File: src/rtl/aes_ram.sv
// aes_ram: generic single write port ram with registered read
`default_nettype none

module aes_ram #(
  parameter int Width = 128,
  parameter int Depth = 15
) (
  input  wire logic                     clk_i,
  input  wire logic                     we_i,
  input  wire logic [$clog2(Depth)-1:0] waddr_i,
  input  wire logic [Width-1:0]         wdata_i,
  input  wire logic [$clog2(Depth)-1:0] raddr_i,
  output logic      [Width-1:0]         rdata_o
);

  logic [Width-1:0] mem_q [Depth];

  always_ff @(posedge clk_i) begin
    if (we_i) mem_q[waddr_i] <= wdata_i;
    rdata_o <= mem_q[raddr_i];
  end

endmodule

`default_nettype wire

File: config.mk
export PLATFORM = sky130hd
export DESIGN_NAME = aes_ram
export DESIGN_NICKNAME = d
export VERILOG_FILES = /design/src/rtl/aes_ram.sv
export SDC_FILE = /design/constraint.sdc
export NUM_CORES = 2
export LEC_CHECK = 0
export ABC_AREA = 1
export BUFFER_PORTS_ARGS = -buffer_cell sky130_fd_sc_hd__buf_2
export CAP_MARGIN = 10
export CELL_PAD_IN_SITES_DETAIL_PLACEMENT = 0
export CELL_PAD_IN_SITES_GLOBAL_PLACEMENT = 1
export CORE_MARGIN = 5
export CORE_UTILIZATION = 40
export CTS_BUF_LIST = sky130_fd_sc_hd__clkbuf_8 sky130_fd_sc_hd__clkbuf_16
export DETAILED_ROUTE_END_ITERATION = 12
export GPL_TIMING_DRIVEN = 0
export HOLD_SLACK_MARGIN = 0.1
export PLACE_DENSITY_LB_ADDON = 0.3
export REMOVE_ABC_BUFFERS = 1
export SYNTH_ARGS = -nofsm -noshare
export SYNTH_HDL_FRONTEND = slang
export SYNTH_SLANG_ARGS = --single-unit
File: constraint.sdc
create_clock -name clk_i -period 10.3 [get_ports clk_i]
set_clock_uncertainty 0.15 [all_clocks]
set_input_delay 2.06 -clock clk_i [delete_from_list [all_inputs] [get_ports clk_i]]
set_output_delay 2.06 -clock clk_i [all_outputs]
set_load 0.1 [all_outputs]
## Yosys cells after proc, flatten, opt, wreduce, memory -nomap -nowiden

Memories as Yosys holds them, arrays and structs flattened. A register that Yosys moved wholly into a read port is not among the register bits.
Cells that the tools add are included.

| cells by class | value |
|---|---|
| divide/modulo/power cells | 0 |
| $add $sub $neg | 0 |
| $lt $le $gt $ge | 0 |
| shift-type cells | 0 |
| $mul | 0 |
| multiplexer cells | 2 |
| reduce and logical (&&, ||, !) cells | 0 |
| equal/unequal tests | 0 |
| bitwise logic cells | 0 |

Operators by type and width:

| operator | count |
|---|---|
| $mux 1 | 2 |

| word-level totals | value |
|---|---|
| bits in registers | 0 |
| output and inout bits | 128 |
| input port bits | 138 |
| memories kept | 1 |
| memory bits (read-only) | 0 |
| RAM bits | 1920 |
| word-level logic and storage cells | 3 |
| latch bits | 0 |

Memories:

| memory | words | width | read ports | clocked after Yosys merged registers in | wr ports | RTL line | source |
|---|---|---|---|---|---|---|---|
| mem_q | 15 | 128 | 1 | 1 | 1 | 16 | `logic [Width-1:0] mem_q [Depth];` |

## Longest topological paths before layout

| depth | value |
|---|---|
| depth in word-level cells | 2 |
| gate-level depth with buffers | 11 |
| mapped depth without buffers | 8 |

## Worst setup path after synthesis

Ideal clock, no wire load.

| path | value |
|---|---|
| kind | in2reg |
| from | input waddr_i[2] |
| to | memory mem_q[10][0], enable pin |
| required time | 9.533 ns |
| arrival | 7.594 ns |
| library setup time | 0.617 ns |
| buffers on the path | 0 |
| stages on the path | 2 |
| path slack | 1.939 ns |
| cells stage by stage | nand3b_1 -> nor2_1 |

RTL lines:

| item | RTL line | source |
|---|---|---|
| start: declaration | 10 | `input wire logic [$clog2(Depth)-1:0] waddr_i,` |
| end: declaration | 16 |  |

Straight into the memory's write port.

==> results.json <==
{
  "start_util": 0.4009,
  "required_ps": 10830,
  "area_delta_synth_final_pct": 16.09,
  "path_buf_inv": 7,
  "clk_pin_slew_worst_paths_ps": 60,
  "postCtsHoldBufs": 0,
  "multi_input_area_sq_mm": 0.01748,
  "via_per_inst": 4.949,
  "setup_ws_ps": 4735,
  "reg2reg_to": "rdata_o[58]",
  "fin_crit_sh": 0.5403,
  "slowest_delay_ps": 500,
  "clock_sinks": 2048,
  "dr.first_iter.drc_count": 3441,
  "end_kind": "register",
  "syn_area_sq_mm": 0.08086,
  "cts_resized": 0,
  "hold_violations": 0,
  "drc_errors": 0,
  "cp_top_family": "buffers and inverters",
  "placedCellCount": 9680,
  "clkPwrFrac": 0.409,
  "routed_wl_microns": 211900,
  "fin_area_sq_mm": 0.09387,
  "die_width_microns": 459.6,
  "placed_area_sq_mm": 0.08685,
  "synthCells": 6999,
  "vias": 50070,
  "yosys_register_bits": 2048,
  "cpMaxStageDelayCell": "buf_8",
  "first_pass_iters": 7,
  "place.gp.congestion": 0.6747,
  "first_global_vias": 48370,
  "grt_max_degree": 224,
  "r2r_slack_ps": 9020,
  "worst_path_most_repeated_cell": "buf_16",
  "crit_fanout": 212,
  "worstPathArrival_ps": 6100,
  "io_buffers": 265,
  "power-per-cell-area_mw_per_mm2": 195.6,
  "ant_nets": 0,
  "ys_warn_count": 0,
  "hold_path_end": "rdata_o[50]",
  "relSlewSlack": 0.2382,
  "tightestPinTransition_ps": 1143,
  "grt_pass1_wl_microns": 313500,
  "ys_types": 18,
  "cts_root_buf": "clkbuf_16",
  "nFillCells": 17960,
  "syn_area_per_cell_sq_um": 11.55,
  "reg2reg_from": "mem_q[4][58]",
  "combPwrFrac": 0.080,
  "pin_count": 266,
  "seq_area_sq_mm": 0.06022,
  "utilization": 0.4654,
  "critPathKind": "input pin to register",
  "core-area_sq_mm": 0.2017,
  "wl_per_cell_microns": 20.94,
  "vdd_drop_max_v": 0.0001376,
  "p_seq_frac": 0.511,
  "crit_chain": "buf_8, buf_16, buf_16, buf_16, inv_16, buf_16, buf_16, nand2_1, nand3_1, nand3_1, nand2_1, nand2_1, nand2_1",
  "instances_no_fill": 10120,
  "cts_buffers": 215,
  "ys_seq_area_frac": 0.7448,
  "grt_overflow": 0,
  "place_ws_ps": 3709,
  "htreeDepth": 4,
  "setup_viol": 0,
  "post_cts_buffers": 0,
  "antenna_found_initial": 55,
  "maxCapViolCount": 0,
  "dieHeight_microns": 459.6,
  "min-delay-start": "mem_q[14][50]",
  "nNetsFinal": 7363,
  "hold_depth": 4,
  "p_sw_frac": 0.2402,
  "track_usage": 0.1980,
  "min_period_ps": 5565,
  "p_leak_uw": 0.03634,
  "reg2regPathDepth": 5,
  "tns_ps": 0,
  "cts_tree": "yes",
  "p_int_uw": 13950,
  "outcome": "finished, final reports clean",
  "drive_gt1_frac": 0.1013,
  "rows": 165,
  "fp.dieArea_sq_mm": 0.2112,
  "cts.path.max_buffers": 3,
  "max_clock_freq_mhz": 179.7,
  "startpoint_type": "input pin",
  "holdCritPathClass": "register to register",
  "finalMaxSlewViolations": 0,
  "rsz0062_at_grt": "no",
  "power_switching_uw": 4411,
  "insertion_delay_ps": 840,
  "dp_hpwl_microns": 114700
}
## layout make-up
class	count	share of cell area
inverters	337	0.01389
diodes	29	0.0007731
clock buffers	239	0.06096
repair buffers	405	0.04793
clock inverters	168	0.01305
well taps	2672	0.03562
flip-flops and latches	2048	0.6415
multi-input cells	4218	0.1863
## worst reg2reg max path, cell delays in order (launching register included)
cell and delay (ps):
edfxtp_1 350, or2_2 280, nand3_1 70, nand3_1 90, nand3_1 100, nand2_1 120
## per-stage QoR
| stage | hold WS, ps | power, uW |
|---|---|---|
| floorplan | 398.3 | 10500 |
| global placement | 414.9 | 11200 |
| detailed placement | 415.3 | 11040 |
| CTS | 437.5 | 18570 |
| global route | 467.9 | 19040 |
| finish | 432.2 | 18360 |
## cells in the mapped netlist
library cell / number / area, sq um
inv_1: 334 / 1254
buf_6: 7 / 78.83
nor2_1: 242 / 908.4
buf_1: 32 / 120.1
o21ai_1: 1 / 5.000
nand3b_1: 2 / 15.01
or2_2: 20 / 125.1
dfxtp_1: 128 / 2562
buf_2: 242 / 1211
clkbuf_1: 75 / 281.5
buf_8: 1 / 15.01
edfxtp_1: 1920 / 57660
inv_2: 2 / 7.510
inv_4: 1 / 6.260
nand3_1: 1176 / 5886
o21ai_0: 6 / 30.03
buf_4: 39 / 292.8
nand2_1: 2771 / 10400
## kinds of logic (layout without fill, tap and decap cells)
| logic type | Yosys count | in the layout | synth area share |
|---|---|---|---|
| AO/OA/AOI/OAI | 7 | 7 | 0.0004332 |
| buffers and inverters | 733 | 1149 | 0.04040 |
| AND/OR/NAND/NOR | 4211 | 4211 | 0.2144 |
| other | 0 | 29 | 0 |
| flip-flops | 2048 | 2048 | 0.7448 |
## flip-flops by register name, summed over array words and instances (netlist names)
name and count:
mem_q 1920, rdata_o 128
## layer usage
metal / routed length, microns / part of all wire / global-route usage
met5: 120 / 0.00057 / 0
met4: 5747 / 0.027 / 0.06448
met3: 10170 / 0.048 / 0.03423
met2: 104300 / 0.49 / 0.3368
met1: 91530 / 0.43 / 0.2587
## how the worst max path moves through the flow
stage | from | endpoint | slack (ps) | cells after the start
CTS | raddr_i[0] | rdata_o[115] | 4630 | 13
detailed placement | raddr_i[0] | rdata_o[115] | 3710 | 13
global placement | raddr_i[0] | rdata_o[77] | -45340 | 9
floorplan | waddr_i[2] | mem_q[10][0] | 1940 | 2
finish | raddr_i[0] | rdata_o[115] | 4740 | 13
global route | raddr_i[0] | rdata_o[115] | 4360 | 13
## power by group through the flow
stage	combinational [uW]	clock [uW]	sequential [uW]
4_1_cts	1480	7700	9380
2_1_floorplan	536	0	9970
5_1_grt	1590	8060	9390
3_3_place_gp	1590	0	9610
3_5_place_dp	1480	0	9560
6_report	1460	7520	9380
## layout by cell type (no fill, tap or decap), drive strengths merged, types with 29 or more instances in the layout
master | synthesis | layout
nand2 | 2771 | 2771
edfxtp | 1920 | 1920
nand3 | 1176 | 1176
inv | 337 | 414
buf | 321 | 405
nor2 | 242 | 242
clkbuf | 75 | 239
dfxtp | 128 | 128
clkinv | 0 | 72
diode | 0 | 29
Note: power is estimated with default switching activity, not from simulation.
