$ cat src/rtl/aes_pkg.sv
// aes_pkg: shared types, register and mode codes, and the aes round functions
`default_nettype none

package aes_pkg;

  // configuration register indexes
  localparam logic [2:0] CFG_KEY_SIZE = 3'd0;
  localparam logic [2:0] CFG_MODE     = 3'd1;
  localparam logic [2:0] CFG_KEY0     = 3'd2;
  localparam logic [2:0] CFG_KEY3     = 3'd5;
  localparam logic [2:0] CFG_IV0      = 3'd6;
  localparam logic [2:0] CFG_IV1      = 3'd7;

  // mode codes
  localparam logic [3:0] MODE_ECB_ENC    = 4'd0;
  localparam logic [3:0] MODE_ECB_DEC    = 4'd1;
  localparam logic [3:0] MODE_CBC_ENC    = 4'd2;
  localparam logic [3:0] MODE_CBC_DEC    = 4'd3;
  localparam logic [3:0] MODE_CTR        = 4'd4;
  localparam logic [3:0] MODE_CFB8_ENC   = 4'd5;
  localparam logic [3:0] MODE_CFB8_DEC   = 4'd6;
  localparam logic [3:0] MODE_CFB128_ENC = 4'd7;
  localparam logic [3:0] MODE_CFB128_DEC = 4'd8;

  // error codes
  localparam logic [1:0] ERR_OK      = 2'd0;
  localparam logic [1:0] ERR_WRAP    = 2'd1;
  localparam logic [1:0] ERR_PARTIAL = 2'd2;

  localparam int RK_ROWS = 15;
  localparam logic [4:0] FULL_COUNT = 5'd16;

  typedef enum logic [1:0] {OP_NONE, OP_LOAD, OP_ROUND, OP_FINAL} rop_e;

  typedef struct packed {
    logic accept;
    rop_e op;
    logic post;
    logic bypass;
    logic out_load;
  } dp_cmd_t;

  typedef struct packed {
    logic bypass;
    logic decrypt;
    logic cfb8;
    logic byte_last;
  } dp_stat_t;

  localparam logic [2047:0] SBOX_TAB = {
    128'h637c777bf26b6fc53001672bfed7ab76, 128'hca82c97dfa5947f0add4a2af9ca472c0,
    128'hb7fd9326363ff7cc34a5e5f171d83115, 128'h04c723c31896059a071280e2eb27b275,
    128'h09832c1a1b6e5aa0523bd6b329e32f84, 128'h53d100ed20fcb15b6acbbe394a4c58cf,
    128'hd0efaafb434d338545f9027f503c9fa8, 128'h51a3408f929d38f5bcb6da2110fff3d2,
    128'hcd0c13ec5f974417c4a77e3d645d1973, 128'h60814fdc222a908846eeb814de5e0bdb,
    128'he0323a0a4906245cc2d3ac629195e479, 128'he7c8376d8dd54ea96c56f4ea657aae08,
    128'hba78252e1ca6b4c6e8dd741f4bbd8b8a, 128'h703eb5664803f60e613557b986c11d9e,
    128'he1f8981169d98e949b1e87e9ce5528df, 128'h8ca1890dbfe6426841992d0fb054bb16};

  localparam logic [2047:0] INV_SBOX_TAB = {
    128'h52096ad53036a538bf40a39e81f3d7fb, 128'h7ce339829b2fff87348e4344c4dee9cb,
    128'h547b9432a6c2233dee4c950b42fac34e, 128'h082ea16628d924b2765ba2496d8bd125,
    128'h72f8f66486689816d4a45ccc5d65b692, 128'h6c704850fdedb9da5e154657a78d9d84,
    128'h90d8ab008cbcd30af7e45805b8b34506, 128'hd02c1e8fca3f0f02c1afbd0301138a6b,
    128'h3a9111414f67dcea97f2cfcef0b4e673, 128'h96ac7422e7ad3585e2f937e81c75df6e,
    128'h47f11a711d29c5896fb7620eaa18be1b, 128'hfc563e4bc6d279209adbc0fe78cd5af4,
    128'h1fdda8338807c731b11210592780ec5f, 128'h60517fa919b54a0d2de57a9f93c99cef,
    128'ha0e03b4dae2af5b0c8ebbb3c83539961, 128'h172b047eba77d626e169146355210c7d};

  function automatic logic [7:0] sbox(input logic [7:0] x);
    return SBOX_TAB[8 * (255 - int'(x)) +: 8];
  endfunction

  function automatic logic [7:0] inv_sbox(input logic [7:0] x);
    return INV_SBOX_TAB[8 * (255 - int'(x)) +: 8];
  endfunction

  function automatic logic [31:0] sub_word(input logic [31:0] w);
    return {sbox(w[31:24]), sbox(w[23:16]), sbox(w[15:8]), sbox(w[7:0])};
  endfunction

  function automatic logic [7:0] xt(input logic [7:0] a);
    return {a[6:0], 1'b0} ^ (a[7] ? 8'h1b : 8'h00);
  endfunction

  function automatic logic [7:0] gmul(input logic [7:0] a, input logic [3:0] b);
    logic [7:0] p;
    logic [7:0] v;
    p = '0;
    v = a;
    for (int k = 0; k < 4; k++) begin
      if (b[k]) p = p ^ v;
      v = xt(v);
    end
    return p;
  endfunction

  // byte 0 of a block sits in bits 127:120
  function automatic logic [127:0] sub_shift(input logic [127:0] s, input logic inv);
    logic [127:0] t;
    int src;
    int dst;
    t = '0;
    for (int c = 0; c < 4; c++) begin
      for (int r = 0; r < 4; r++) begin
        if (inv) begin
          src = 4 * c + r;
          dst = 4 * ((c + r) & 3) + r;
          t[127 - 8 * dst -: 8] = inv_sbox(s[127 - 8 * src -: 8]);
        end else begin
          src = 4 * ((c + r) & 3) + r;
          dst = 4 * c + r;
          t[127 - 8 * dst -: 8] = sbox(s[127 - 8 * src -: 8]);
        end
      end
    end
    return t;
  endfunction

  function automatic logic [127:0] mix(input logic [127:0] s, input logic inv);
    logic [127:0] t;
    logic [3:0] coef [4];
    logic [7:0] acc;
    if (inv) begin
      coef[0] = 4'he; coef[1] = 4'hb; coef[2] = 4'hd; coef[3] = 4'h9;
    end else begin
      coef[0] = 4'h2; coef[1] = 4'h3; coef[2] = 4'h1; coef[3] = 4'h1;
    end
    t = '0;
    for (int c = 0; c < 4; c++) begin
      for (int r = 0; r < 4; r++) begin
        acc = '0;
        for (int j = 0; j < 4; j++) begin
          acc = acc ^ gmul(s[127 - 8 * (4 * c + j) -: 8], coef[(4 + j - r) & 3]);
        end
        t[127 - 8 * (4 * c + r) -: 8] = acc;
      end
    end
    return t;
  endfunction

  // keep the leading cnt bytes
  function automatic logic [127:0] byte_mask(input logic [4:0] cnt);
    logic [127:0] m;
    for (int b = 0; b < 16; b++) begin
      m[127 - 8 * b -: 8] = (5'(b) < cnt) ? 8'hff : 8'h00;
    end
    return m;
  endfunction

endpackage

`default_nettype wire

$ cat src/rtl/aes_ctrl.sv
// aes_ctrl: item sequencer, round schedule and output handshake
`default_nettype none

module aes_ctrl import aes_pkg::*; (
  input  wire logic       clk_i,
  input  wire logic       rst_ni,
  input  wire logic       in_valid_i,
  output logic            in_stall_o,
  output logic            out_valid_o,
  input  wire logic       out_stall_i,
  input  wire logic       kexp_busy_i,
  input  wire logic [1:0] key_size_i,
  input  wire dp_stat_t   stat_i,
  output dp_cmd_t         cmd_o,
  output logic [3:0]      rk_addr_o
);

  typedef enum logic [2:0] {ST_IDLE, ST_PREP, ST_RUN, ST_POST, ST_OUT} state_e;

  state_e     state_q;
  logic [3:0] k_q;
  logic       out_valid_q;
  logic [3:0] nr;
  logic [3:0] step;
  logic       out_free;

  always_comb begin
    case (key_size_i)
      2'd0:    nr = 4'd10;
      2'd1:    nr = 4'd12;
      default: nr = 4'd14;
    endcase
  end

  assign in_stall_o = (state_q != ST_IDLE) || kexp_busy_i;
  assign out_free   = !out_valid_q || !out_stall_i;

  always_comb begin
    cmd_o     = '0;
    cmd_o.op  = OP_NONE;
    step      = k_q + 4'd1;
    rk_addr_o = stat_i.decrypt ? nr : 4'd0;
    case (state_q)
      ST_IDLE: cmd_o.accept = in_valid_i && !kexp_busy_i;
      ST_PREP: cmd_o.bypass = stat_i.bypass;
      ST_RUN: begin
        if (k_q == 4'd0)     cmd_o.op = OP_LOAD;
        else if (k_q == nr)  cmd_o.op = OP_FINAL;
        else                 cmd_o.op = OP_ROUND;
        // key row for the next cycle, read ahead through the registered ram read
        if (k_q != nr) rk_addr_o = stat_i.decrypt ? nr - step : step;
      end
      ST_POST: cmd_o.post     = 1'b1;
      ST_OUT:  cmd_o.out_load = out_free;
      default: cmd_o.op       = OP_NONE;
    endcase
  end

  always_ff @(posedge clk_i or negedge rst_ni) begin
    if (!rst_ni) begin
      state_q     <= ST_IDLE;
      k_q         <= '0;
      out_valid_q <= 1'b0;
    end else begin
      if (out_valid_q && !out_stall_i) out_valid_q <= 1'b0;
      case (state_q)
        ST_IDLE: if (in_valid_i && !kexp_busy_i) state_q <= ST_PREP;
        ST_PREP: begin
          k_q     <= '0;
          state_q <= stat_i.bypass ? ST_OUT : ST_RUN;
        end
        ST_RUN: begin
          k_q <= step;
          if (k_q == nr) state_q <= ST_POST;
        end
        ST_POST: state_q <= (stat_i.cfb8 && !stat_i.byte_last) ? ST_PREP : ST_OUT;
        ST_OUT: begin
          if (out_free) begin
            out_valid_q <= 1'b1;
            state_q     <= ST_IDLE;
          end
        end
        default: state_q <= ST_IDLE;
      endcase
    end
  end

  assign out_valid_o = out_valid_q;

endmodule

`default_nettype wire

$ cat config.mk
export PLATFORM = sky130hd
export DESIGN_NAME = aes_ctrl
export DESIGN_NICKNAME = d
export VERILOG_FILES = /design/src/rtl/aes_pkg.sv /design/src/rtl/aes_ctrl.sv
export SDC_FILE = /design/constraint.sdc
export NUM_CORES = 1
export LEC_CHECK = 0
export ABC_AREA = 0
export BUFFER_PORTS_ARGS = -buffer_cell sky130_fd_sc_hd__buf_2
export CAP_MARGIN = 10
export CORE_MARGIN = 3
export CORE_UTILIZATION = 51
export DETAILED_ROUTE_END_ITERATION = 10
export PLACE_DENSITY_LB_ADDON = 0.12
export SLEW_MARGIN = 10
export SYNTH_ARGS = -nofsm -noshare
export SYNTH_HDL_FRONTEND = slang
export SYNTH_SLANG_ARGS = --single-unit
$ cat constraint.sdc
create_clock -name clk_i -period 2.46 [get_ports clk_i]
set_input_delay 0.369 -clock clk_i [delete_from_list [all_inputs] [get_ports clk_i]]
set_output_delay 0.369 -clock clk_i [all_outputs]
set_load 0.01 [all_outputs]
Yosys cells after proc, flatten, opt, wreduce, memory -nomap -nowiden
Cells that the tools add are included.
- add/sub/neg operators: 2
- eq/ne operators: 10
- muxes and demuxes: 22
- reductions and logical operators: 15
- operators by type and width (kind ; number):
    $mux 4 ; 4
    $mux 3 ; 5
    $pmux 3 s5 ; 1
    $mux 1 ; 8
    $pmux 4 s2 ; 1
    $eq 3x2->1 const B ; 2
    $ne 2x2->1 const B ; 3
    $pmux 3 s2 ; 1
    $add 4x1->4 const B ; 1
    $eq 4x4->1 ; 1
    $logic_not 1->1 ; 4
    $logic_not 4->1 ; 1
    $mux 2 ; 2
    $ne 4x4->1 ; 1
    $sub 4x4->4 ; 1
    $eq 3x1->1 const B ; 1
    $eq 3x3->1 const B ; 1
    $logic_and 1x1->1 ; 3
    $logic_not 3->1 ; 1
    $reduce_and 3->1 ; 1
    $reduce_bool 3->1 ; 1
    $eq 2x1->1 const B ; 1
    $logic_not 2->1 ; 1
    $logic_or 1x1->1 ; 2
    $reduce_bool 2->1 ; 1
- flip-flop bits (word level): 8
- output and inout bits: 12
- word-level logic and storage cells: 52

Logic depth before layout (Yosys ltp)
- depth after elaboration: 6
- gate-level depth with buffers: 9

Worst setup path after synthesis
Ideal clock, no wire load.
- path kind: reg2out
- from: reg k_q[0]
- to: out rk_addr_o[3]
- data arrival time: 1.976 ns
- slack: 0.115 ns
- stages on the path, launching flop included: 10
- buffers on the path: 1
- cells stage by stage: dfrtp_1 -> buf_4 -> inv_1 -> ha_1 -> inv_1 -> ha_1 -> a21oi_1 -> maj3_1 -> mux2_2 -> nand3_1
- longest elaborated chain between the ends: 5
- RTL lines (what ; RTL line ; text):
    from (decl) ; aes_ctrl.sv:21 ; logic [3:0] k_q;
    from (signal assigned) ; aes_ctrl.sv:73 ; k_q <= step;
    $add 4x1->4 ; aes_ctrl.sv:41 ; step = k_q + 4'd1;
    $sub 4x4->4 ; aes_ctrl.sv:51 ; if (k_q != nr) rk_addr_o = stat_i.decrypt ? nr - step : step;
    $mux 4 ; aes_ctrl.sv:51 ;
    $mux 4 (*) ; aes_ctrl.sv:51 ;
    $mux 4 (*) ; aes_ctrl.sv:43 ; case (state_q)
    to (decl) ; aes_ctrl.sv:15 ; output logic [3:0] rk_addr_o
Mark *: on every way between the ends. The rest lies on a longest branch, timed or not.

Worst setup path after layout
- from: reg k_q[1]
- to: out rk_addr_o[3]
Same word-level chain as after synthesis.

==> qor.csv <==
metric,value,unit
outcome,"finished, final reports clean",
top_reg_cell synth,dfrtp_1,
"critical path fanouts, max",2,
pre-CTS setup slack,0.164,ns
final hold violation count,0,
worst-margin pin slew,0.496,ns
Ant. Diodes,0,
total CTS buffers,3,
Starting Density,56.3,%
Die W,47.5,um
Period minus WS final,2.42,ns
root buffer cell,clkbuf_4,
clk_skew,0.00353,ns
Net Switching,0.495,mW
Post-DP HPWL,1.54,mm
fin crit share,98.2,%
grt ovf,0,
DRT antenna net count,0,
Hold WS,0.349,ns
CP Data Required Time,2.09,ns
die area,2260,um^2
core area,1560,um^2
Power Total,1.07,mW
Die Y,47.5,um
row cnt,14,
power share of the sequential group,23.2,%
CTS tree,done,
Synth Register Bits,8,
final setup margin,0.0448,ns
first-pass GRT wire length,3.26,mm
number of global-route vias before repair,748,
synth top area cells,"dfrtp_1, a21oi_1, o21ai_0, nor2_1, ha_1",
CTS H-tree lvls,1,
CP max stage delay,0.35,ns
Post-synth top cells,"nor2_1, a21oi_1, o21ai_0",
Logic pwr share,67.5,%
Max Fclk,414,MHz
top-count cell post-synth,nor2_1,
synthesized net count,123,
initial DRC count,18,
startpoint types,register,
# setup viols final,0,
Critical Path Most Common Cell,ha_4,
Post-synth ARST share,100,%
max-slew violations,0,
layout cell share with drive strength beyond 1,41.9,%
Slew headroom,66.9,%
crit path DAT,2.05,ns
Pint,0.572,mW
num ports,23,
WS Path Type,register to output port,
Sink Count,8,
RSZ-0062 raised after global routing,true,
Tot GR Track Use,21.1,%
post-synthesis instance total,109,
# DRC,0,
final std cells w/o fill,152,
Yosys cell types,44,
port buffer count,22,
first drt pass iteration count,4,
slowest cell on the critical path,dfrtp_1,
Switching Fraction,46.4,%
"EDFF count, synth",0,
Max Cap Viol,0,
Clk pwr share,9.3,%
Clock transition at path regs,0.05,ns
DR vias,900,
Yosys top cell area share,22.8,%
Syn Area/Cell,8.06,um^2
register area share after synthesis,22.8,%
initial antenna violation count,0,
power density cells,952,nW/um^2
CTS Buffer Depth,2,
P&R area growth vs syn,27.6,%
placed insts,145,
pin count of the biggest net entering global routing,15,
Yosys warnings,0,
Placer Congestion,0.840,
nets,152,
Hold WC Path Type,input port to register,
fin util,71.9,%
CP cell instances,"inv_2, ha_4, inv_4, ha_4, a21oi_2, maj3_2, mux2_4, nand3_2, buf_6",
later-pin clock latency in the skew report,0.25,ns
Via density,5.92,
worst vdd ir,0.000666,V
crit end category,output port,
Synth Cell Area,878,um^2
Post-Route WL,2.19,mm
post-synth top area cell,dfrtp_1,
detailed-route wire length per cell,14.4,um
fill count,117,
Leak Pwr,0.498,nW
[power by group through the flow]
stage / sequential (mW) / clock, mW / combinational [mW]
floorplan: 0.212 / 0 / 0.449
global placement: 0.242 / 0 / 0.569
detailed placement: 0.244 / 0 / 0.580
CTS: 0.244 / 0.103 / 0.632
global route: 0.258 / 0.114 / 0.790
finish: 0.248 / 0.0991 / 0.720
[timing repair]
action	CTS	global route
hold buffers	1	0
gates resized for setup	5	9
setup endpoints to repair	1	2
cloned	0	0
pin swaps	0	4
setup buffers	1	2
hold endpoints to repair	8	0
[logic make-up after synthesis]
logic type / after synthesis / synth area share (%)
flip-flops: 8 / 22.8
AND/OR/NAND/NOR: 46 / 32.6
XOR/XNOR: 2 / 1.99
multiplexers: 1 / 1.28
adder cells (fa/ha/maj): 4 / 5.41
buffers and inverters: 13 / 7.41
AO/OA/AOI/OAI: 35 / 28.5
[registers in the layout, summed over array words and instances, names as in the netlist]
signal       flops
out_valid_o      1
k_q              4
state_q          3
[final cells by class]
type / instances / area, um^2 / area share (%)
Clock buffer: 3 / 22.5 / 2.01
Timing Repair Buffer: 31 / 186 / 16.6
Sequential cell: 8 / 200 / 17.9
Tap cell: 16 / 20.0 / 1.79
Multi-Input combinational cell: 88 / 667 / 59.5
Inverter: 6 / 25.0 / 2.23
[cells in the final DEF (no fill, tap or decap), types with 2 or more instances in the layout]
| cell type | Yosys | routed |
|---|---|---|
| buf_2 | 1 | 21 |
| nand2b_1 | 3 | 3 |
| ha_4 | 0 | 2 |
| nor3_2 | 1 | 2 |
| clkbuf_4 | 0 | 3 |
| inv_2 | 0 | 2 |
| nand2_1 | 7 | 7 |
| a21o_1 | 2 | 2 |
| or2_2 | 2 | 2 |
| a21oi_1 | 10 | 9 |
| nand3_1 | 5 | 4 |
| or3b_1 | 3 | 3 |
| nor4b_1 | 2 | 2 |
| nor3_1 | 3 | 2 |
| nor2_1 | 11 | 11 |
| o21ai_0 | 10 | 10 |
| dfrtp_1 | 8 | 8 |
| buf_4 | 2 | 8 |
| inv_1 | 6 | 3 |
[final timing paths]
path	startpoint	endpoint	slack, ns	depth (start not counted)
setup / recovery	k_q[1]	rk_addr_o[3]	0.04	9
hold / removal	out_stall_i	out_valid_o	0.35	3
setup reg to reg	k_q[2]	state_q[0]	0.98	3
hold reg to reg	out_valid_o	out_valid_o	0.52	2
max in group asynchronous	rst_ni	k_q[3]	1.78	2
min in group asynchronous	rst_ni	out_valid_o	0.51	2
[worst max-delay path, delay by kind of cell, from the launching register on]
kind	cells	cell delay [ns]
buffers and inverters	3	0.20
DFF	1	0.35
adders and majority gates	3	0.82
and+or+nand+nor	1	0.08
muxes	1	0.31
AOI/OAI and AO/OA	1	0.05
[metrics by stage]
step	TNS, ns	cell area, um^2
final	0	1120
after floorplan	0	878
after global placement	0	1000
after detailed placement	0	1000
after global routing	-0.0339	1120
after CTS	0	1070
[routing by layer]
layer	routed length [um]	up-vias	GRT usage, %
li1	-	453	-
met1	1000	404	27.5
met2	1040	39	32.6
met3	115	4	4.51
met4	29	0	11.0
met5	0	-	0
(Power assumes the default switching activity.)
