$ cat config.mk
export PLATFORM = sky130hd
export DESIGN_NAME = aes_kexp
export DESIGN_NICKNAME = d
export VERILOG_FILES = /design/src/rtl/aes_pkg.sv /design/src/rtl/aes_kexp.sv
export SDC_FILE = /design/constraint.sdc
export NUM_CORES = 1
export LEC_CHECK = 0
export BUFFER_PORTS_ARGS = -buffer_cell sky130_fd_sc_hd__buf_4
export CORE_UTILIZATION = 35
export CTS_BUF_LIST = sky130_fd_sc_hd__clkbuf_8 sky130_fd_sc_hd__clkbuf_16
export DETAILED_ROUTE_END_ITERATION = 10
export MAX_ROUTING_LAYER = met4
export PLACE_DENSITY_LB_ADDON = 0.12
export SETUP_SLACK_MARGIN = 0.15
export SYNTH_ARGS = -nofsm -noshare
export SYNTH_HDL_FRONTEND = slang
export SYNTH_SLANG_ARGS = --single-unit
$ cat constraint.sdc
create_clock -name clk_i -period 8.6 [get_ports clk_i]
set_clock_uncertainty 0.05 [all_clocks]
set_input_delay 0.86 -clock clk_i [delete_from_list [all_inputs] [get_ports clk_i]]
set_output_delay 0.86 -clock clk_i [all_outputs]
set_load 0.1 [all_outputs]
$ cat src/rtl/aes_pkg.sv
// aes_pkg: shared types, register and mode codes, and the aes round functions
`default_nettype none

package aes_pkg;

  // configuration register indexes
  localparam logic [2:0] CFG_KEY_SIZE = 3'd0;
  localparam logic [2:0] CFG_MODE     = 3'd1;
  localparam logic [2:0] CFG_KEY0     = 3'd2;
  localparam logic [2:0] CFG_KEY3     = 3'd5;
  localparam logic [2:0] CFG_IV0      = 3'd6;
  localparam logic [2:0] CFG_IV1      = 3'd7;

  // mode codes
  localparam logic [3:0] MODE_ECB_ENC    = 4'd0;
  localparam logic [3:0] MODE_ECB_DEC    = 4'd1;
  localparam logic [3:0] MODE_CBC_ENC    = 4'd2;
  localparam logic [3:0] MODE_CBC_DEC    = 4'd3;
  localparam logic [3:0] MODE_CTR        = 4'd4;
  localparam logic [3:0] MODE_CFB8_ENC   = 4'd5;
  localparam logic [3:0] MODE_CFB8_DEC   = 4'd6;
  localparam logic [3:0] MODE_CFB128_ENC = 4'd7;
  localparam logic [3:0] MODE_CFB128_DEC = 4'd8;

  // error codes
  localparam logic [1:0] ERR_OK      = 2'd0;
  localparam logic [1:0] ERR_WRAP    = 2'd1;
  localparam logic [1:0] ERR_PARTIAL = 2'd2;

  localparam int RK_ROWS = 15;
  localparam logic [4:0] FULL_COUNT = 5'd16;

  typedef enum logic [1:0] {OP_NONE, OP_LOAD, OP_ROUND, OP_FINAL} rop_e;

  typedef struct packed {
    logic accept;
    rop_e op;
    logic post;
    logic bypass;
    logic out_load;
  } dp_cmd_t;

  typedef struct packed {
    logic bypass;
    logic decrypt;
    logic cfb8;
    logic byte_last;
  } dp_stat_t;

  localparam logic [2047:0] SBOX_TAB = {
    128'h637c777bf26b6fc53001672bfed7ab76, 128'hca82c97dfa5947f0add4a2af9ca472c0,
    128'hb7fd9326363ff7cc34a5e5f171d83115, 128'h04c723c31896059a071280e2eb27b275,
    128'h09832c1a1b6e5aa0523bd6b329e32f84, 128'h53d100ed20fcb15b6acbbe394a4c58cf,
    128'hd0efaafb434d338545f9027f503c9fa8, 128'h51a3408f929d38f5bcb6da2110fff3d2,
    128'hcd0c13ec5f974417c4a77e3d645d1973, 128'h60814fdc222a908846eeb814de5e0bdb,
    128'he0323a0a4906245cc2d3ac629195e479, 128'he7c8376d8dd54ea96c56f4ea657aae08,
    128'hba78252e1ca6b4c6e8dd741f4bbd8b8a, 128'h703eb5664803f60e613557b986c11d9e,
    128'he1f8981169d98e949b1e87e9ce5528df, 128'h8ca1890dbfe6426841992d0fb054bb16};

  localparam logic [2047:0] INV_SBOX_TAB = {
    128'h52096ad53036a538bf40a39e81f3d7fb, 128'h7ce339829b2fff87348e4344c4dee9cb,
    128'h547b9432a6c2233dee4c950b42fac34e, 128'h082ea16628d924b2765ba2496d8bd125,
    128'h72f8f66486689816d4a45ccc5d65b692, 128'h6c704850fdedb9da5e154657a78d9d84,
    128'h90d8ab008cbcd30af7e45805b8b34506, 128'hd02c1e8fca3f0f02c1afbd0301138a6b,
    128'h3a9111414f67dcea97f2cfcef0b4e673, 128'h96ac7422e7ad3585e2f937e81c75df6e,
    128'h47f11a711d29c5896fb7620eaa18be1b, 128'hfc563e4bc6d279209adbc0fe78cd5af4,
    128'h1fdda8338807c731b11210592780ec5f, 128'h60517fa919b54a0d2de57a9f93c99cef,
    128'ha0e03b4dae2af5b0c8ebbb3c83539961, 128'h172b047eba77d626e169146355210c7d};

  function automatic logic [7:0] sbox(input logic [7:0] x);
    return SBOX_TAB[8 * (255 - int'(x)) +: 8];
  endfunction

  function automatic logic [7:0] inv_sbox(input logic [7:0] x);
    return INV_SBOX_TAB[8 * (255 - int'(x)) +: 8];
  endfunction

  function automatic logic [31:0] sub_word(input logic [31:0] w);
    return {sbox(w[31:24]), sbox(w[23:16]), sbox(w[15:8]), sbox(w[7:0])};
  endfunction

  function automatic logic [7:0] xt(input logic [7:0] a);
    return {a[6:0], 1'b0} ^ (a[7] ? 8'h1b : 8'h00);
  endfunction

  function automatic logic [7:0] gmul(input logic [7:0] a, input logic [3:0] b);
    logic [7:0] p;
    logic [7:0] v;
    p = '0;
    v = a;
    for (int k = 0; k < 4; k++) begin
      if (b[k]) p = p ^ v;
      v = xt(v);
    end
    return p;
  endfunction

  // byte 0 of a block sits in bits 127:120
  function automatic logic [127:0] sub_shift(input logic [127:0] s, input logic inv);
    logic [127:0] t;
    int src;
    int dst;
    t = '0;
    for (int c = 0; c < 4; c++) begin
      for (int r = 0; r < 4; r++) begin
        if (inv) begin
          src = 4 * c + r;
          dst = 4 * ((c + r) & 3) + r;
          t[127 - 8 * dst -: 8] = inv_sbox(s[127 - 8 * src -: 8]);
        end else begin
          src = 4 * ((c + r) & 3) + r;
          dst = 4 * c + r;
          t[127 - 8 * dst -: 8] = sbox(s[127 - 8 * src -: 8]);
        end
      end
    end
    return t;
  endfunction

  function automatic logic [127:0] mix(input logic [127:0] s, input logic inv);
    logic [127:0] t;
    logic [3:0] coef [4];
    logic [7:0] acc;
    if (inv) begin
      coef[0] = 4'he; coef[1] = 4'hb; coef[2] = 4'hd; coef[3] = 4'h9;
    end else begin
      coef[0] = 4'h2; coef[1] = 4'h3; coef[2] = 4'h1; coef[3] = 4'h1;
    end
    t = '0;
    for (int c = 0; c < 4; c++) begin
      for (int r = 0; r < 4; r++) begin
        acc = '0;
        for (int j = 0; j < 4; j++) begin
          acc = acc ^ gmul(s[127 - 8 * (4 * c + j) -: 8], coef[(4 + j - r) & 3]);
        end
        t[127 - 8 * (4 * c + r) -: 8] = acc;
      end
    end
    return t;
  endfunction

  // keep the leading cnt bytes
  function automatic logic [127:0] byte_mask(input logic [4:0] cnt);
    logic [127:0] m;
    for (int b = 0; b < 16; b++) begin
      m[127 - 8 * b -: 8] = (5'(b) < cnt) ? 8'hff : 8'h00;
    end
    return m;
  endfunction

endpackage

`default_nettype wire

$ cat src/rtl/aes_kexp.sv
// aes_kexp: key registers and key schedule, one word per cycle, four words per round key ram row
`default_nettype none

module aes_kexp import aes_pkg::*; (
  input  wire logic         clk_i,
  input  wire logic         rst_ni,
  input  wire logic         cfg_we_i,
  input  wire logic [2:0]   cfg_index_i,
  input  wire logic [63:0]  cfg_data_i,
  output logic              busy_o,
  output logic [1:0]        key_size_o,
  output logic              ram_we_o,
  output logic [3:0]        ram_waddr_o,
  output logic [127:0]      ram_wdata_o
);

  logic [63:0] key_q [4];
  logic [1:0]  ksize_q;
  logic [5:0]  i_q, i_d;
  logic [2:0]  j_q, j_d;
  logic [7:0]  rc_q, rc_d;
  logic [31:0] win_q [8];
  logic        busy_q, busy_d;
  logic        start;
  logic [3:0]  nk;
  logic [5:0]  last;
  logic [31:0] t, w;
  logic [63:0] kreg;

  assign start = cfg_we_i && ((cfg_index_i == CFG_KEY_SIZE) ||
                              (cfg_index_i inside {[CFG_KEY0:CFG_KEY3]}));

  always_comb begin
    case (ksize_q)
      2'd0:    begin nk = 4'd4; last = 6'd43; end
      2'd1:    begin nk = 4'd6; last = 6'd51; end
      default: begin nk = 4'd8; last = 6'd59; end
    endcase
  end

  always_comb begin
    kreg = key_q[i_q[2:1]];
    t    = win_q[0];
    rc_d = rc_q;
    if (i_q < 6'(nk)) begin
      w = i_q[0] ? kreg[31:0] : kreg[63:32];
    end else begin
      if (j_q == 3'd0) begin
        t    = sub_word({win_q[0][23:0], win_q[0][31:24]}) ^ {rc_q, 24'h0};
        rc_d = xt(rc_q);
      end else if (nk == 4'd8 && j_q == 3'd4) begin
        t = sub_word(win_q[0]);
      end
      w = win_q[3'(nk - 4'd1)] ^ t;
    end
    j_d    = (j_q == 3'(nk - 4'd1)) ? 3'd0 : j_q + 3'd1;
    i_d    = i_q + 6'd1;
    busy_d = (i_q != last);
  end

  always_ff @(posedge clk_i or negedge rst_ni) begin
    if (!rst_ni) begin
      for (int k = 0; k < 4; k++) key_q[k] <= '0;
      ksize_q <= '0;
      busy_q  <= 1'b0;
      i_q     <= '0;
      j_q     <= '0;
      rc_q    <= 8'h01;
    end else begin
      if (cfg_we_i) begin
        if (cfg_index_i == CFG_KEY_SIZE) ksize_q <= cfg_data_i[1:0];
        if (cfg_index_i inside {[CFG_KEY0:CFG_KEY3]}) begin
          key_q[2'(cfg_index_i - CFG_KEY0)] <= cfg_data_i;
        end
      end
      if (start) begin
        busy_q <= 1'b1;
        i_q    <= '0;
        j_q    <= '0;
        rc_q   <= 8'h01;
      end else if (busy_q) begin
        busy_q <= busy_d;
        i_q    <= i_d;
        j_q    <= j_d;
        rc_q   <= rc_d;
      end
    end
  end

  // window of the latest words, newest first
  always_ff @(posedge clk_i) begin
    if (busy_q && !start) begin
      win_q[0] <= w;
      for (int k = 1; k < 8; k++) win_q[k] <= win_q[k-1];
    end
  end

  assign busy_o      = busy_q;
  assign key_size_o  = ksize_q;
  assign ram_we_o    = busy_q && !start && (i_q[1:0] == 2'd3);
  assign ram_waddr_o = i_q[5:2];
  assign ram_wdata_o = {win_q[2], win_q[1], win_q[0], w};

endmodule

`default_nettype wire

Word level (Yosys, flattened, before mapping)

Memories as Yosys holds them, arrays and structs flattened.
Index checks and enable logic that the tools add are counted.
Widths: inputs -> output; s select.

Multiply operators: 0
Bitwise operators: 5
Equality and inequality tests: 7
Shifts and indexed selects: 4
$add $sub $neg: 8
Reduce and logical (&&, ||, !) cells: 16
Div/mod/pow operators: 0
Muxes and demuxes: 27
Order comparisons: 6

Operators by type and width:

| cell                       | count |
|---|---|
| $shiftx 2048x12->8 const A | 4 |
| $bwmux 256                 | 1 |
| $mux 64                    | 3 |
| $mux 32                    | 5 |
| $bmux 64 s2                | 1 |
| $demux 64 s2               | 1 |
| $xor 32x32->32             | 2 |
| $sub 8x8->9 const A        | 4 |
| $mux 8                     | 4 |
| $mux 6                     | 2 |
| $pmux 5 s2                 | 1 |
| $mux 3                     | 3 |
| $pmux 4 s2                 | 1 |
| $xor 8x5->8                | 1 |
| $add 6x1->6 const B        | 1 |
| $ge 3x3->1 const B         | 2 |
| $logic_and 1x1->1          | 6 |
| $logic_not 3->1            | 2 |
| $lt 6x4->1                 | 1 |
| $ne 6x6->1                 | 1 |
| $not 2->3                  | 2 |
| $mux 5                     | 1 |
| $eq 4x4->1 const B         | 1 |
| $mux 1                     | 4 |
| 17 further kinds           | 19 |

Memory bits (read-only): 0
Input bits: 70
Logic and storage cells: 83
Register bits: 276
Bits in latches: 0
Bits in writable memories: 256
Memories kept: 1
Output and inout bits: 136

Memory list:

| memory | depth | bits a word | rd ports | clocked after Yosys merged registers in | write ports | line           | source |
|---|---|---|---|---|---|---|---|
| win_q  | 8     | 32          | 8        | 0                                       | 8           | aes_kexp.sv:22 | `logic [31:0] win_q [8];` |

Longest topological paths before layout

Gate-level depths: netlist (run 1).

Depth in word-level cells: 9
Gate-level depth with buffers: 15
Depth with buffers taken out: 10

Worst setup path before layout (run 1)

OpenSTA, ideal clock, no wires.

Kind: in2reg
Start point: input cfg_index_i[2]
End point: register j_q[2]
Arrival time: 7,726 ps
Cell stages on the path: 8
Data required time: 8,467 ps
Setup slack: 741 ps
Buffers on the path: 0
Library setup time: 83 ps
Cells stage by stage: nor2_1 > nand2_1 > nand3_1 > and2_1 > a21boi_0 > nor2b_1 > o21ai_0 > o21ai_0

Longest elaborated chain between the ends: 5
Elaborated cells between the ends (all ways): 8
Those cells by class: order compare: 2; mux: 1; reduce/logical: 5

RTL lines:

| item                                        | line           | source |
|---|---|---|
| from (decl)                                 | aes_kexp.sv:8  | `input wire logic [2:0] cfg_index_i,` |
| $ge 3x2->1 or $le 3x3->1 (tied branches)    | aes_kexp.sv:31 | `(cfg_index_i inside {[CFG_KEY0:CFG_KEY3]}));` |
| $logic_and 1x1->1                           | aes_kexp.sv:31 |  |
| $logic_or 1x1->1 (*)                        | aes_kexp.sv:30 | `assign start = cfg_we_i && ((cfg_index_i == CFG_KEY_SIZE) \|\|` |
| $logic_and 1x1->1 (*)                       | aes_kexp.sv:30 |  |
| $mux 3 or $reduce_bool 2->1 (tied branches) | --             |  |
| to (signal assigned)                        | aes_kexp.sv:84 | `j_q <= j_d;` |
| to (decl)                                   | aes_kexp.sv:20 | `logic [2:0] j_q, j_d;` |

Mark *: on every way between the ends. The rest lies on a longest branch, timed or not.
A chain may end at the register's enable or synchronous reset.

==> impl_metrics.env, run 1 <==
export IMPL_synth_area_leaders="sky130_fd_sc_hd__edfxtp_1, sky130_fd_sc_hd__dfrtp_1, sky130_fd_sc_hd__mux2_2"
export IMPL_place_worst_setup_slack_ns=2.79
export IMPL_netlist_instances=3547
export IMPL_yosys_area_share_xor_xnor=0.00822
export IMPL_place_inst=4839
export IMPL_nets=3662
export IMPL_critPathMaxFanout=53
export IMPL_worst_setup_path_end_kind="output pin"
export IMPL_max_slew_margin=0.188
export IMPL_placement_io_buffers=205
export IMPL_detailedRoute_firstIterationViolations=4668
export IMPL_synth_cell_type_count=96
export IMPL_postSynth_asyncResetShare=0.519
export IMPL_post_route_worst_setup_slack_ns=1.85
export IMPL_detail_route_antenna_nets=0
export IMPL_synth_seq_area_share=0.403
export IMPL_max_cap_viol_count=0
export IMPL_slew_violations=0
export IMPL_routed_wirelength_mm=138
export IMPL_hpwlAfterDp_mm=91.5
export IMPL_finalSetupTns_ns=0
export IMPL_final_hold_violating_endpoints=0
export IMPL_rows=117
export IMPL_crit_path_start_kind="flip-flop"
export IMPL_ys_ff_latch=532
export IMPL_netlist_area_um2=36200
export IMPL_drt_drc_violations_left=0
export IMPL_worstPathRequired_ns=7.69
export IMPL_post_cts_repair_setup_buffers=0
export IMPL_worst_hold_class="in2async"
export IMPL_drt_pass1_iter_count=6
export IMPL_post_synth_mux_area_share=0.176
export IMPL_wl_per_cell_um=27.8
export IMPL_outcome="finished clean"
export IMPL_synth_compound_gate_area_share=0.196
export IMPL_netlist_top_cell_by_area="sky130_fd_sc_hd__edfxtp_1"
export IMPL_cts_repair_resized=0
export IMPL_post_cts_hold_buffer_count=0
export IMPL_final_period_minus_worst_setup_slack_ns=6.75
export IMPL_rsz0062_at_grt="no"
export IMPL_grt_overflow_total=0
export IMPL_numClockSinks=532
export IMPL_max_slew_worst_pin_slew_ns=1.19
export IMPL_synthAdderAreaFrac=0.0211
export IMPL_die_area_um2=105000
export IMPL_initial_core_util=0.355
export IMPL_tritoncts_num_buffers=58
export IMPL_place_congestion=1.02
export IMPL_setup_viol_count_final=0
export IMPL_yosysWarnings=0
export IMPL_worst_setup_path_type="reg2out"
export IMPL_synth_top_flop_cell="sky130_fd_sc_hd__dfrtp_1"
export IMPL_number_of_global_route_vias_before_repair=29200
export IMPL_synthSimpleGateAreaFrac=0.143
export IMPL_synth_top_area_share=0.212
export IMPL_grt_first_pass_wirelength_mm=203
export IMPL_cts_root_buffer_cell="sky130_fd_sc_hd__clkbuf_16"
export IMPL_cts_reportedPaths_clkPinSlew_ns=0.08
export IMPL_die_width_um=324
export IMPL_cts_tree="done"
export IMPL_net_count_of_the_mapped_netlist=3678
export IMPL_grtUsageTotal=0.264
export IMPL_drive_gt1_frac=0.227
export IMPL_pin_count_of_the_biggest_net_entering_global_routing=153
export IMPL_io_pins=206
export IMPL_arrival_ns=5.84
export IMPL_final_period_utilization=0.784
export IMPL_insertion_delay_ns=0.68
export IMPL_relative_area_change_from_synthesis_to_final_layout_pct=11.5
export IMPL_antenna_found_initial=5
export IMPL_syn_avg_cell_area_um2=10.2
export IMPL_vias_post_dr=31400
export IMPL_synth_top_family_by_area="compound AO/OA/AOI/OAI gates"
export IMPL_maxClockFrequency_mhz=148
export IMPL_finalCoreUtilization=0.396
export IMPL_post_drt_via_cell_ratio=6.34
export IMPL_cts_buffer_depth=3
export IMPL_die_y_um=324
export IMPL_cts_htree_levels=2
export IMPL_coreArea_um2=102000
export IMPL_synth_enable_flop_cells=256
export IMPL_instances_no_fill=4952
-- placed cells by master (no fill, tap or decap), types with 20 or more instances in the layout --
| master | netlist | routed |
|---|---|---|
| sky130_fd_sc_hd__a221oi_1 | 22 | 22 |
| sky130_fd_sc_hd__xnor2_1 | 24 | 24 |
| sky130_fd_sc_hd__o21a_1 | 24 | 23 |
| sky130_fd_sc_hd__buf_4 | 19 | 288 |
| sky130_fd_sc_hd__nand2_1 | 204 | 204 |
| sky130_fd_sc_hd__nor2b_1 | 116 | 115 |
| sky130_fd_sc_hd__a21o_1 | 20 | 20 |
| sky130_fd_sc_hd__nor3_1 | 107 | 107 |
| sky130_fd_sc_hd__a31oi_1 | 62 | 62 |
| sky130_fd_sc_hd__o31ai_1 | 34 | 34 |
| sky130_fd_sc_hd__a211oi_1 | 63 | 63 |
| sky130_fd_sc_hd__o21ai_0 | 196 | 195 |
| sky130_fd_sc_hd__mux4_2 | 112 | 112 |
| sky130_fd_sc_hd__mux2i_1 | 83 | 83 |
| sky130_fd_sc_hd__nand2b_1 | 85 | 85 |
| sky130_fd_sc_hd__a311oi_1 | 50 | 50 |
| sky130_fd_sc_hd__dfrtp_1 | 275 | 270 |
| sky130_fd_sc_hd__and2_1 | 30 | 29 |
| sky130_fd_sc_hd__a21oi_1 | 206 | 206 |
| sky130_fd_sc_hd__and3_1 | 34 | 34 |
| sky130_fd_sc_hd__edfxtp_1 | 256 | 256 |
| sky130_fd_sc_hd__o221ai_1 | 33 | 33 |
| sky130_fd_sc_hd__nand3_1 | 86 | 86 |
| sky130_fd_sc_hd__clkbuf_16 | 0 | 58 |
| sky130_fd_sc_hd__nor2_1 | 191 | 191 |
| sky130_fd_sc_hd__inv_1 | 46 | 65 |
| sky130_fd_sc_hd__or2_2 | 26 | 26 |
| sky130_fd_sc_hd__ha_1 | 61 | 61 |
| sky130_fd_sc_hd__mux2_2 | 270 | 270 |
| sky130_fd_sc_hd__or3_1 | 37 | 37 |
| sky130_fd_sc_hd__o211ai_1 | 41 | 41 |
| sky130_fd_sc_hd__o311ai_0 | 35 | 35 |
-- stage by stage --
stage / hold slack [ns] / cell area (µm²)
floorplan: 0.350 / 36200
global placement: 0.350 / 38600
detailed placement: 0.355 / 38600
CTS: 0.0819 / 40400
global route: 0.136 / 40400
finish: 0.0965 / 40400
-- logic make-up (layout without fill, tap and decap cells) --
| family | count (synthesis) | count (layout) |
|---|---|---|
| compound gates | 1022 | 1022 |
| simple gates | 1008 | 1008 |
| flops | 532 | 532 |
| mux | 465 | 465 |
| buf+inv | 425 | 457 |
| fa+ha+maj | 61 | 61 |
| xor+xnor | 34 | 34 |
| other cells | 0 | 5 |
-- cells in the mapped netlist, types with 46 or more instances --
library cell	count
sky130_fd_sc_hd__dfrtp_1	275
sky130_fd_sc_hd__mux2_2	270
sky130_fd_sc_hd__edfxtp_1	256
sky130_fd_sc_hd__a21oi_1	206
sky130_fd_sc_hd__nand2_1	204
sky130_fd_sc_hd__o21ai_0	196
sky130_fd_sc_hd__clkbuf_1	191
sky130_fd_sc_hd__nor2_1	191
sky130_fd_sc_hd__buf_2	121
sky130_fd_sc_hd__nor2b_1	116
sky130_fd_sc_hd__mux4_2	112
sky130_fd_sc_hd__nor3_1	107
sky130_fd_sc_hd__nand3_1	86
sky130_fd_sc_hd__nand2b_1	85
sky130_fd_sc_hd__mux2i_1	83
sky130_fd_sc_hd__a211oi_1	63
sky130_fd_sc_hd__a31oi_1	62
sky130_fd_sc_hd__ha_1	61
sky130_fd_sc_hd__a311oi_1	50
sky130_fd_sc_hd__inv_1	46
-- path summary, 6_finish.rpt --
| path | startpoint | to | slack (ns) | depth (start not counted) |
|---|---|---|---|---|
| max in group asynchronous | rst_ni | key_q[181]$_DFFE_PN0P_ | 6.33 | 3 |
| min reg2reg | win_q[4][10]$_DFFE_PP_ | win_q[5][10]$_DFFE_PP_ | 0.36 | 0 |
| max reg2reg | win_q[0][9]$_DFFE_PP_ | win_q[0][19]$_DFFE_PP_ | 3.46 | 11 |
| min in group clk_i | win_q[4][10]$_DFFE_PP_ | win_q[5][10]$_DFFE_PP_ | 0.36 | 0 |
| max | win_q[0][9]$_DFFE_PP_ | ram_wdata_o[19] | 1.85 | 12 |
| min | rst_ni | key_q[56]$_DFFE_PN0P_ | 0.1 | 1 |
-- routing by layer --
layer | track usage | up-vias | wire length [µm]
li1 | - | 13600 | -
met2 | 0.380 | 1807 | 59600
met5 | - | - | 0
met3 | 0.0479 | 352 | 12800
met4 | 0.0937 | 0 | 5380
met1 | 0.370 | 15600 | 60100
-- sequential cells by signal (all words and copies together), names as in the netlist --
| signal | count |
|---|---|
| j_q | 3 |
| i_q | 6 |
| busy_o | 1 |
| win_q | 256 |
| key_q | 256 |
| key_size_o | 2 |
| rc_q | 8 |
-- critical path, cell delays in order (launching register included) --
cell and delay (ns):
sky130_fd_sc_hd__edfxtp_1 0.33, sky130_fd_sc_hd__buf_4 0.52, sky130_fd_sc_hd__inv_1 0.35, sky130_fd_sc_hd__ha_1 0.82, sky130_fd_sc_hd__inv_1 0.17, sky130_fd_sc_hd__mux4_2 0.50
sky130_fd_sc_hd__mux4_2 0.48, sky130_fd_sc_hd__nor2_1 0.11, sky130_fd_sc_hd__a311oi_1 0.07, sky130_fd_sc_hd__o21ai_0 0.40, sky130_fd_sc_hd__nor2_1 0.11, sky130_fd_sc_hd__nor4_1 0.81
sky130_fd_sc_hd__buf_4 0.44
-- final cells by class --
type / count / area, µm²
diodes: 5 / 12.5
clock buffers: 58 / 1450
clock inverters: 50 / 373
fillers: 10200 / 61800
inverters: 55 / 206
multi-input cells: 2590 / 19800
flip-flops and latches: 532 / 14600
well taps: 1368 / 1710
repair buffers: 294 / 2280
Power of run 1 is left out: the tool's default activity adds up to more than one toggle a clock period on the data nets, which glitch-free logic cannot reach.
==> run 2, diff against run 1 <==
- ABC_AREA: unset -> 1
- clock period: 8.6 -> 6.2 ns (I/O delays scaled with it)
==> impl_metrics.env, run 2 <==
export IMPL_synth_top_family_by_area="simple AND/OR/NAND/NOR gates"
export IMPL_post_synth_mux_area_share=0
export IMPL_critPathMaxFanout=15
export IMPL_postSynth_asyncResetShare=0.519
export IMPL_routed_wirelength_mm=143
export IMPL_netlist_area_um2=33300
export IMPL_synth_area_leaders="sky130_fd_sc_hd__edfxtp_1, sky130_fd_sc_hd__dfrtp_1, sky130_fd_sc_hd__nand2_1"
export IMPL_synth_enable_flop_cells=256
export IMPL_synth_top_flop_cell="sky130_fd_sc_hd__dfrtp_1"
export IMPL_numClockSinks=532
export IMPL_cts_repair_resized=0
export IMPL_yosysWarnings=0
export IMPL_rows=112
export IMPL_rsz0062_at_grt="no"
export IMPL_nets=4760
export IMPL_initial_core_util=0.355
export IMPL_max_cap_viol_count=0
export IMPL_place_congestion=1.03
export IMPL_fin_hold_ws_ns=0.0860
export IMPL_final_hold_violating_endpoints=0
export IMPL_tritoncts_num_buffers=66
export IMPL_top_regs="key_q x256, win_q x256, rc_q x8"
export IMPL_antenna_found_initial=0
export IMPL_grt_overflow_total=0
export IMPL_post_cts_hold_buffer_count=0
export IMPL_setup_viol_count_final=0
export IMPL_detail_route_antenna_nets=0
export IMPL_netlist_top_cells_count="sky130_fd_sc_hd__nand2_1, sky130_fd_sc_hd__nand3_1, sky130_fd_sc_hd__o21ai_0"
export IMPL_globalRoute_busiestLayer="met2"
export IMPL_met3_usage=0.0486
export IMPL_cts_root_buffer_cell="sky130_fd_sc_hd__clkbuf_16"
export IMPL_r2r_path_end="rc_q[7]$_DFFE_PN0P_"
export IMPL_net_count_of_the_mapped_netlist=4718
export IMPL_worstPathRequired_ns=5.53
export IMPL_relative_area_change_from_synthesis_to_final_layout_pct=13.8
export IMPL_post_drt_via_cell_ratio=5.76
export IMPL_die_y_um=310
export IMPL_vias_post_dr=34200
export IMPL_drt_pass1_iter_count=7
export IMPL_hpwlAfterDp_mm=96.9
export IMPL_synth_compound_gate_area_share=0.138
export IMPL_die_area_um2=96400
export IMPL_outcome="finished clean"
export IMPL_cts_reportedPaths_clkPinSlew_ns=0.06
export IMPL_arrival_ns=4.53
export IMPL_number_of_global_route_vias_before_repair=31700
export IMPL_netlist_top_cell_by_area="sky130_fd_sc_hd__edfxtp_1"
export IMPL_post_cts_repair_setup_buffers=0
export IMPL_netlist_instances=4587
export IMPL_cts_tree="done"
export IMPL_grt_first_pass_wirelength_mm=211
export IMPL_cell_with_the_most_instances_after_synthesis="sky130_fd_sc_hd__nand2_1"
export IMPL_flop_to_flop_setup_slack_ns=2.16
export IMPL_io_pins=206
export IMPL_synthSimpleGateAreaFrac=0.329
export IMPL_drive_gt1_frac=0.0936
export IMPL_synthAdderAreaFrac=0.0229
export IMPL_pin_count_of_the_biggest_net_entering_global_routing=160
export IMPL_die_width_um=310
export IMPL_syn_avg_cell_area_um2=7.26
export IMPL_use_met1=0.409
export IMPL_final_period_minus_worst_setup_slack_ns=5.20
export IMPL_count_of_filler_cells_inserted_in_the_layout=9969
export IMPL_max_slew_worst_pin_slew_ns=1.14
export IMPL_final_cell_mix="sky130_fd_sc_hd__nand2_1, sky130_fd_sc_hd__nand3_1, sky130_fd_sc_hd__o21ai_0"
export IMPL_grtUsageTotal=0.300
export IMPL_synth_cell_type_count=43
export IMPL_synth_top_area_share=0.231
export IMPL_coreArea_um2=93700
export IMPL_detailedRoute_firstIterationViolations=4729
export IMPL_worst_hold_class="in2async"
export IMPL_synth_seq_area_share=0.438
export IMPL_wl_per_cell_um=24.1
export IMPL_crit_path_start_kind="flip-flop"
export IMPL_cts_buffer_depth=3
export IMPL_worstRegToRegCells=12
export IMPL_mostFrequentLayoutCell="sky130_fd_sc_hd__nand2_1"
export IMPL_worst_setup_path_type="reg2out"
export IMPL_yosys_area_share_xor_xnor=0.000789
export IMPL_finalSetupTns_ns=0
export IMPL_worst_setup_path_end_kind="output pin"
export IMPL_maxClockFrequency_mhz=192
export IMPL_final_period_utilization=0.839
export IMPL_insertion_delay_ns=0.64
export IMPL_drt_drc_violations_left=0
export IMPL_globalRouteMet2Util=0.439
export IMPL_max_slew_margin=0.235
export IMPL_reg2reg_from="key_size_o[1]$_DFFE_PN0P_"
export IMPL_slew_violations=0
export IMPL_finalCoreUtilization=0.404
export IMPL_ys_ff_latch=532
export IMPL_cts_htree_levels=3
export IMPL_placement_io_buffers=205
export IMPL_n_antenna_cell=0
-- run 2: changes by cell type after synthesis, moves of 116 or more --
cell | previous run | this run
sky130_fd_sc_hd__nand2_1 | 204 | 1358
sky130_fd_sc_hd__nand3_1 | 86 | 815
sky130_fd_sc_hd__o21ai_0 | 196 | 518
sky130_fd_sc_hd__inv_1 | 46 | 253
sky130_fd_sc_hd__nor2b_1 | 116 | 0
sky130_fd_sc_hd__mux2_2 | 270 | 0
-- run 2: layout make-up --
| class | instances | area [µm²] | share of cell area |
|---|---|---|---|
| Tap cell | 1254 | 1570 | 0.0414 |
| Inverter | 276 | 1040 | 0.0275 |
| Multi-Input combinational cell | 3474 | 16400 | 0.433 |
| Timing Repair Buffer | 279 | 2150 | 0.0568 |
| Clock buffer | 74 | 1770 | 0.0468 |
| Clock inverter | 44 | 364 | 0.00961 |
| Sequential cell | 532 | 14600 | 0.385 |
-- run 2: kinds of logic after synthesis --
kind of cell / after synthesis
AOI/OAI and AO/OA: 835
xor gates and xnor gates: 3
buffers and inverters: 581
and+or+nand+nor: 2575
adders and majority gates: 61
DFF: 532
-- run 2: worst max-delay path, stage by stage, from the launching register on --
cell and delay (ns):
sky130_fd_sc_hd__edfxtp_1 0.32, sky130_fd_sc_hd__buf_4 0.28, sky130_fd_sc_hd__inv_1 0.07, sky130_fd_sc_hd__buf_4 0.21, sky130_fd_sc_hd__ha_1 0.43, sky130_fd_sc_hd__inv_1 0.06, sky130_fd_sc_hd__nand2_1 0.15, sky130_fd_sc_hd__nand2_1 0.19
sky130_fd_sc_hd__o21ai_0 0.49, sky130_fd_sc_hd__nand2_1 0.10, sky130_fd_sc_hd__nand3_1 0.09, sky130_fd_sc_hd__nand3_1 0.10, sky130_fd_sc_hd__nand3_1 0.22, sky130_fd_sc_hd__nand2_1 0.21, sky130_fd_sc_hd__nand2_1 0.13, sky130_fd_sc_hd__nand3_1 0.08
sky130_fd_sc_hd__nand2_1 0.08, sky130_fd_sc_hd__nand3_1 0.07, sky130_fd_sc_hd__nand2_1 0.24, sky130_fd_sc_hd__buf_4 0.34
-- run 2: how the worst max path moves through the flow --
stage	from	endpoint	slack [ns]	cells after the start
CTS	key_size_o[1]$_DFFE_PN0P_	ram_wdata_o[4]	0.99	9
global route	win_q[0][16]$_DFFE_PP_	ram_wdata_o[29]	0.83	20
floorplan	busy_o$_DFF_PN0_	win_q[0][0]$_DFFE_PP_	0.57	2
finish	win_q[0][25]$_DFFE_PP_	ram_wdata_o[0]	1.00	19
detailed placement	key_size_o[1]$_DFFE_PN0P_	ram_wdata_o[4]	1.67	9
global placement	key_size_o[1]$_DFFE_PN0P_	ram_wdata_o[0]	1.68	10
-- run 2: metrics by stage --
step	std cells	worst slack, ns	instance area, µm²
2_1_floorplan	4587	0.571	33300
3_3_place_gp	5815	1.68	35800
3_5_place_dp	5815	1.67	35800
4_1_cts	5933	0.987	37900
5_1_grt	5933	0.833	37900
6_report	5933	1.00	37900
-- run 2: layer usage --
metal | vias to the layer above | share of wire | wire [µm]
met2 | 1963 | 0.44 | 62100
met3 | 427 | 0.089 | 12700
met1 | 16200 | 0.43 | 60800
li1 | 15600 | - | -
met4 | 0 | 0.050 | 7100
met5 | - | 0 | 0
Power of run 2 is left out for the same reason.
